<file path="src/hw/rtl/sro_pkg.sv">
package sro_pkg;

	localparam int DEPTH_DEF = 16;
	localparam int SEQ_W     = 32;
	localparam int TAG_W     = 16;
	localparam int CNT_W     = 5;

	typedef enum logic {
		FUNC_INSERT = 1'b0,
		FUNC_PURGE  = 1'b1
	} sro_func_t;

	typedef enum logic [1:0] {
		ST_INSERTED  = 2'd0,
		ST_DUPLICATE = 2'd1,
		ST_FULL      = 2'd2,
		ST_PURGED    = 2'd3
	} sro_status_t;

	typedef enum logic {
		CTL_IDLE,
		CTL_PURGE
	} sro_state_t;

	typedef struct packed {
		sro_func_t          func;
		logic [SEQ_W-1:0]   seq_number;
		logic [TAG_W-1:0]   payload_tag;
	} sro_req_t;

	typedef struct packed {
		sro_status_t        status;
		logic [CNT_W-1:0]   occupancy;
		logic [CNT_W-1:0]   purged_count;
	} sro_rsp_t;

	typedef struct packed {
		logic               valid;
		logic [SEQ_W-1:0]   seq;
		logic [TAG_W-1:0]   tag;
	} sro_entry_t;

	typedef struct packed {
		logic               ins;
		logic               pull;
		logic [SEQ_W-1:0]   seq;
		logic [TAG_W-1:0]   tag;
	} sro_cmd_t;

endpackage

</file>
<file path="src/hw/rtl/sro_cell.sv">
module sro_cell
	import sro_pkg::*;
(
	input  logic       clk,
	input  logic       arst_n,
	input  sro_cmd_t   cmd,
	input  logic       left_flag,
	input  sro_entry_t left_ent,
	input  sro_entry_t right_ent,
	output sro_entry_t ent,
	output logic       flag,
	output logic       eq
);

	logic             valid_q;
	logic [SEQ_W-1:0] seq_q;
	logic [TAG_W-1:0] tag_q;
	sro_entry_t       nxt;
	logic             load;

	assign ent  = '{valid: valid_q, seq: seq_q, tag: tag_q};
	assign flag = !valid_q || (seq_q > cmd.seq);
	assign eq   = valid_q && (seq_q == cmd.seq);

	always_comb begin
		nxt  = ent;
		load = 1'b0;
		if (cmd.ins) begin
			if (left_flag) begin
				nxt  = left_ent;
				load = 1'b1;
			end else if (flag) begin
				nxt  = '{valid: 1'b1, seq: cmd.seq, tag: cmd.tag};
				load = 1'b1;
			end
		end else if (cmd.pull) begin
			nxt  = right_ent;
			load = 1'b1;
		end
	end

	always_ff @(posedge clk or negedge arst_n) begin
		if (!arst_n) begin
			valid_q <= 1'b0;
		end else if (load) begin
			valid_q <= nxt.valid;
		end
	end

	always_ff @(posedge clk) begin
		if (load) begin
			seq_q <= nxt.seq;
			tag_q <= nxt.tag;
		end
	end

endmodule

</file>
<file path="src/hw/rtl/sorted_reorder_buffer_unit.sv">
// Channel | Direction | Handshake            | Payload
// req     | in        | req_valid, req_stall | sro_req_t (func, seq_number, payload_tag)
// rsp     | out       | rsp_valid, rsp_stall | sro_rsp_t (status, occupancy, purged_count)
//
// An insert is done and its result registered when the request is taken; a purge
// pulls one entry per cycle from the head cell, then loads its result when rsp is free.
// One item is in flight at a time; the result sits in an output register.
// Reset empties the chain at once (valid bits only); no clearing pass.
// A result held by rsp_stall blocks the next transfer on req.
module sorted_reorder_buffer_unit
	import sro_pkg::*;
#(
	parameter int DEPTH = DEPTH_DEF
) (
	input  logic     clk,
	input  logic     arst_n,
	input  logic     req_valid,
	output logic     req_stall,
	input  sro_req_t req,
	output logic     rsp_valid,
	input  logic     rsp_stall,
	output sro_rsp_t rsp
);

	localparam int CW = $clog2(DEPTH + 1);

	sro_entry_t       ent   [DEPTH];
	logic [DEPTH-1:0] flags;
	logic [DEPTH-1:0] eqs;
	sro_cmd_t         cmd;

	sro_state_t       state_q, state_d;
	logic [CW-1:0]    count_q, count_d;
	logic [CW-1:0]    pcnt_q, pcnt_d;
	logic [SEQ_W-1:0] thr_q;
	logic             rsp_valid_q;
	sro_rsp_t         rsp_q, rsp_d;
	logic             rsp_load;
	logic             out_free;
	logic             acc;
	logic             dup;
	logic             full;
	logic             head_lt;
	logic [31:0]      occ_w;
	logic [31:0]      pc_w;

	for (genvar i = 0; i < DEPTH; i++) begin : g_cell
		sro_entry_t l_ent, r_ent;
		logic       l_flag;
		if (i == 0) begin : g_first
			assign l_ent  = '0;
			assign l_flag = 1'b0;
		end else begin : g_mid
			assign l_ent  = ent[i-1];
			assign l_flag = flags[i-1];
		end
		if (i == DEPTH - 1) begin : g_last
			assign r_ent = '0;
		end else begin : g_next
			assign r_ent = ent[i+1];
		end
		sro_cell u_cell (
			.clk       (clk),
			.arst_n    (arst_n),
			.cmd       (cmd),
			.left_flag (l_flag),
			.left_ent  (l_ent),
			.right_ent (r_ent),
			.ent       (ent[i]),
			.flag      (flags[i]),
			.eq        (eqs[i])
		);
	end

	assign dup     = |eqs;
	assign full    = ent[DEPTH-1].valid;
	assign head_lt = ent[0].valid && (ent[0].seq < thr_q);

	assign out_free  = !rsp_valid_q || !rsp_stall;
	assign req_stall = (state_q != CTL_IDLE) || !out_free;
	assign acc       = req_valid && !req_stall;
	assign rsp_valid = rsp_valid_q;
	assign rsp       = rsp_q;

	always_comb begin
		state_d  = state_q;
		count_d  = count_q;
		pcnt_d   = pcnt_q;
		rsp_d    = rsp_q;
		rsp_load = 1'b0;
		cmd      = '{ins: 1'b0, pull: 1'b0, seq: req.seq_number, tag: req.payload_tag};
		occ_w    = 32'(count_q);
		pc_w     = 32'(pcnt_q);
		unique case (state_q)
			CTL_IDLE: begin
				if (acc) begin
					if (req.func == FUNC_INSERT) begin
						rsp_load = 1'b1;
						if (dup) begin
							rsp_d.status = ST_DUPLICATE;
						end else if (full) begin
							rsp_d.status = ST_FULL;
						end else begin
							rsp_d.status = ST_INSERTED;
							cmd.ins      = 1'b1;
							count_d      = count_q + CW'(1);
							occ_w        = 32'(count_d);
						end
						rsp_d.occupancy    = occ_w[CNT_W-1:0];
						rsp_d.purged_count = '0;
					end else begin
						pcnt_d  = '0;
						state_d = CTL_PURGE;
					end
				end
			end
			CTL_PURGE: begin
				if (head_lt) begin
					cmd.pull = 1'b1;
					count_d  = count_q - CW'(1);
					pcnt_d   = pcnt_q + CW'(1);
				end else if (out_free) begin
					rsp_load           = 1'b1;
					rsp_d.status       = ST_PURGED;
					rsp_d.occupancy    = occ_w[CNT_W-1:0];
					rsp_d.purged_count = pc_w[CNT_W-1:0];
					state_d            = CTL_IDLE;
				end
			end
			default: begin
				state_d = CTL_IDLE;
			end
		endcase
	end

	always_ff @(posedge clk or negedge arst_n) begin
		if (!arst_n) begin
			state_q     <= CTL_IDLE;
			count_q     <= '0;
			pcnt_q      <= '0;
			rsp_valid_q <= 1'b0;
		end else begin
			state_q <= state_d;
			count_q <= count_d;
			pcnt_q  <= pcnt_d;
			if (rsp_load) begin
				rsp_valid_q <= 1'b1;
			end else if (!rsp_stall) begin
				rsp_valid_q <= 1'b0;
			end
		end
	end

	always_ff @(posedge clk) begin
		if (rsp_load) begin
			rsp_q <= rsp_d;
		end
		if (acc) begin
			thr_q <= req.seq_number;
		end
	end

endmodule

</file>
<file path="config.mk">
export PLATFORM = sky130hd
export DESIGN_NAME = sorted_reorder_buffer_unit
export DESIGN_NICKNAME = d
export VERILOG_FILES = /design/src/hw/rtl/sro_pkg.sv /design/src/hw/rtl/sro_cell.sv /design/src/hw/rtl/sorted_reorder_buffer_unit.sv
export SDC_FILE = /design/constraint.sdc
export NUM_CORES = 2
export LEC_CHECK = 0
export BUFFER_PORTS_ARGS = -buffer_cell sky130_fd_sc_hd__buf_2
export CAP_MARGIN = 20
export CORE_MARGIN = 2
export CORE_UTILIZATION = 45
export DETAILED_ROUTE_END_ITERATION = 6
export PLACE_DENSITY = 0.59
export REMOVE_ABC_BUFFERS = 1
export SYNTH_ARGS = -nofsm -noshare
export SYNTH_HDL_FRONTEND = slang
export SYNTH_SLANG_ARGS = --single-unit
</file>
<file path="constraint.sdc">
create_clock -name clk -period 6.7 [get_ports clk]
set_clock_uncertainty 0.2 [all_clocks]
set_input_delay 1.34 -clock clk [delete_from_list [all_inputs] [get_ports clk]]
set_output_delay 1.34 -clock clk [all_outputs]
set_load 0.03 [all_outputs]
</file>
==> metrics.txt <==
maximum VDD drop approximately 0.00018 V; Setup Buffers After CTS 0; Via-to-Cell Ratio 5.80; grt ovf 0; die area around 90000 sq um; vias in the first global route 29900; clock latency on the worst-skew pair 0.64 ns; CTS tree built; CP cell instances buf_2 -> inv_1 -> buf_4 -> ha_1 -> a21oi_1 -> nor2_1 -> a211oi_1 -> nor3_1 -> a2111oi_0 -> o21ai_0 -> o21ai_4 -> buf_4 -> mux2i_1 -> o21ai_0; Min Hold Slack 0.290 ns; Post-synth EDFFs 556; reg-to-reg slack, setup 2.13 ns; FILL cells just over 8000; Detail Route Antenna Nets 0; Hold Fails Final Rpt 0; layout cells sized above 1 9.01%; distinct cell type count after synthesis 66; area delta synth->final 12.1%; hold path start count_q[4]; Leak 18.3 nW; I/O pin count 67; post-synthesis compound-gate area fraction around an eighth; prevailing post-synth register cell edfxtp_1; wire length per cell approximately 21 um; first-pass GRT wire length roughly 170000 um; CTS max path bufs 3; xor/xnor share of the synthesized area 0.241%; Rel. slew slack between 15 and 20%; Hold Path Class reg2reg; Root Driver clkbuf_16; Starting Density 45.4%; Slowest cell on crit path a2111oi_0; Yosys warning count 0; post-synthesis mux area share 11.5%; final RePlAce weighted congestion 0.879; placed cell areas around 43000 sq um; critical path capture point type flip-flop; CTS Buf Count 72; Netlist Area Pre-Place about 40000 sq um; WHS Path Cells 1; drt drc 0; Fmax ~0.18 GHz; Max-Cap Viols 0; Iter 0 DRT Violations 2061; final setup vio count 0; GRT Util Overall 24.2%; critical path launch point req[33]; Avg Inst Size Synth about 10 sq um; hpwl dp 84900 um; DRT Pass-1 Iters 7; Least-Margin Pin Slew ~1.2 ns; largest net degree at the start of global routing 143; reg2reg start g_cell[12].u_cell.seq_q[30]; clk sinks 584; hold path endpoint count_q[4]; Rows 109; Setup CP Type in2reg; simple-gate share of the synthesized area 11.6%; Hold Buf Count CTS 0; worst reg2reg path depth 12; Die X 302 um; Worst EP arrival 5.83 ns; Diodes inserted 0; post_cts resized 0; main combinational cell family by area after synthesis adder cells; FF-to-FF End g_cell[6].u_cell.seq_q[19]; fin nets 4568; status completed; worst-path fanout max 16; crit path time final 5.69 ns; vias after detailed routing 30100; core area 88200 sq um; number of antenna violations at the first check in global routing 2; Die H 302 um; worst endpoint required time 6.83 ns; sequential fraction of the synthesis area 43.4%; Post-Synth Adder-Cell Area around 17%; #FFs+latches synth 584; most frequent cells in the layout nand2_1, edfxtp_1, o21ai_0, ha_1, mux2i_1; RSZ-0062 raised after global routing false; ratio of final minimum period to clock period between 80% and 90%; leading cell type in the layout, fill and taps excluded nand2_1; Power Dens Cells roughly 190 nW/um^2; Slew Limit Fails 0; final wirelength 111000 um; Largest stage delay, worst path 0.98 ns; clock-pin slew on the worst setup and hold paths 0.06 ns; design area 44900 sq um; Post-Syn Instances around 3900; htree depth 3; IO buf count 50; fraction of registers with async set or reset after synthesis 4.79%; startpoint types primary input
## where the power goes
group	switching [W]	internal [W]
Clock	0.00163	0.00229
Sequential	0.0000115	0.00398
Combinational	0.000418	0.000242
Total	0.00206	0.00651
## cells by family after synthesis
family	Yosys count
buffers and inverters	301
DFF	584
adders and majority gates	546
muxes	459
xor gates and xnor gates	11
AOI/OAI and AO/OA	945
and+or+nand+nor	1035
## worst max-delay path, delay by kind of cell
kind,cells,cell delay (ns)
AOI/OAI and AO/OA,6,2.47
buffers and inverters,4,1.31
adders and majority gates,1,0.32
muxes,1,0.22
and+or+nand+nor,2,0.14
## Yosys cell counts, drive strengths merged, types with 3 or more instances
cell,instances,area (sq um)
nand2,607,2280
o21ai,557,2790
edfxtp,556,16700
ha,546,6830
mux2i,447,4470
a21oi,230,1150
nand4,124,788
nor2,123,467
clkbuf,111,417
buf,96,489
inv,94,353
a21o,52,390
nand3,50,250
nor2b,33,206
dfrtp,28,701
a211oi,27,203
nor3,27,135
nor4,20,140
o211ai,15,113
a31oi,13,136
mux2,12,135
a2111oi,10,87.6
and2,10,62.6
nand2b,7,43.8
nor4bb,7,70.1
o21bai,7,52.6
xnor2,7,61.3
and4,6,52.6
o21a,5,37.5
o31ai,5,37.5
or4,5,41.3
a31o,4,35.0
xor2,4,35.0
a21boi,3,22.5
and3,3,18.8
nand3b,3,22.5
nand4b,3,26.3
o2111ai,3,26.3
o311ai,3,26.3
## layer usage
| metal | GRT usage (%) | vias up | wire, um |
|---|---|---|---|
| li1 | - | 14700 | - |
| met1 | 34.1 | 14600 | 51800 |
| met4 | 5.63 | 2 | 2310 |
| met2 | 39.7 | 589 | 52100 |
| met5 | 0 | - | 13 |
| met3 | 3.00 | 140 | 4980 |
## how the worst max path moves through the flow
stage                                       endpoint  slack [ns]  cells past startpoint
after floorplan            g_cell[10].u_cell.valid_q       -6.91                     11
after global placement     g_cell[10].u_cell.valid_q        0.43                     15
after detailed placement  g_cell[1].u_cell.seq_q[16]        0.38                     14
after CTS                 g_cell[1].u_cell.seq_q[19]        1.02                     14
after global routing      g_cell[1].u_cell.seq_q[19]        0.83                     14
final                     g_cell[5].u_cell.seq_q[27]        1.01                     14
## metrics by stage
stage          power [W]  util [%]  instances  setup TNS (ns)  setup slack [ns]
2_1_floorplan    0.00445         -       3674        -5705.99             -6.91
3_3_place_gp     0.00471      48.3       5060               0             0.427
3_5_place_dp     0.00472      48.3       5060               0             0.375
4_1_cts          0.00866      50.9       5194               0              1.02
5_1_grt          0.00886      50.9       5194               0             0.833
6_report         0.00857      50.9       5194               0              1.01
## state kept, by name (all words and copies together) (netlist names)
name / count
g_cell.u_cell.seq_q: 512
thr_q: 32
g_cell.u_cell.valid_q: 16
rsp: 12
count_q: 5
pcnt_q: 5
rsp_valid: 1
state_q: 1
## area by class of cell
class	instances	area, sq um	area share [%]
clock inverter	18	164	0.365
inverter	94	353	0.785
timing repair buffer	221	1780	3.97
sequential	584	17400	38.7
tap	1165	1460	3.24
multi-input combinational	2996	21600	48.2
clock buffer	116	2130	4.75
Power figures use the tool's default switching activity.
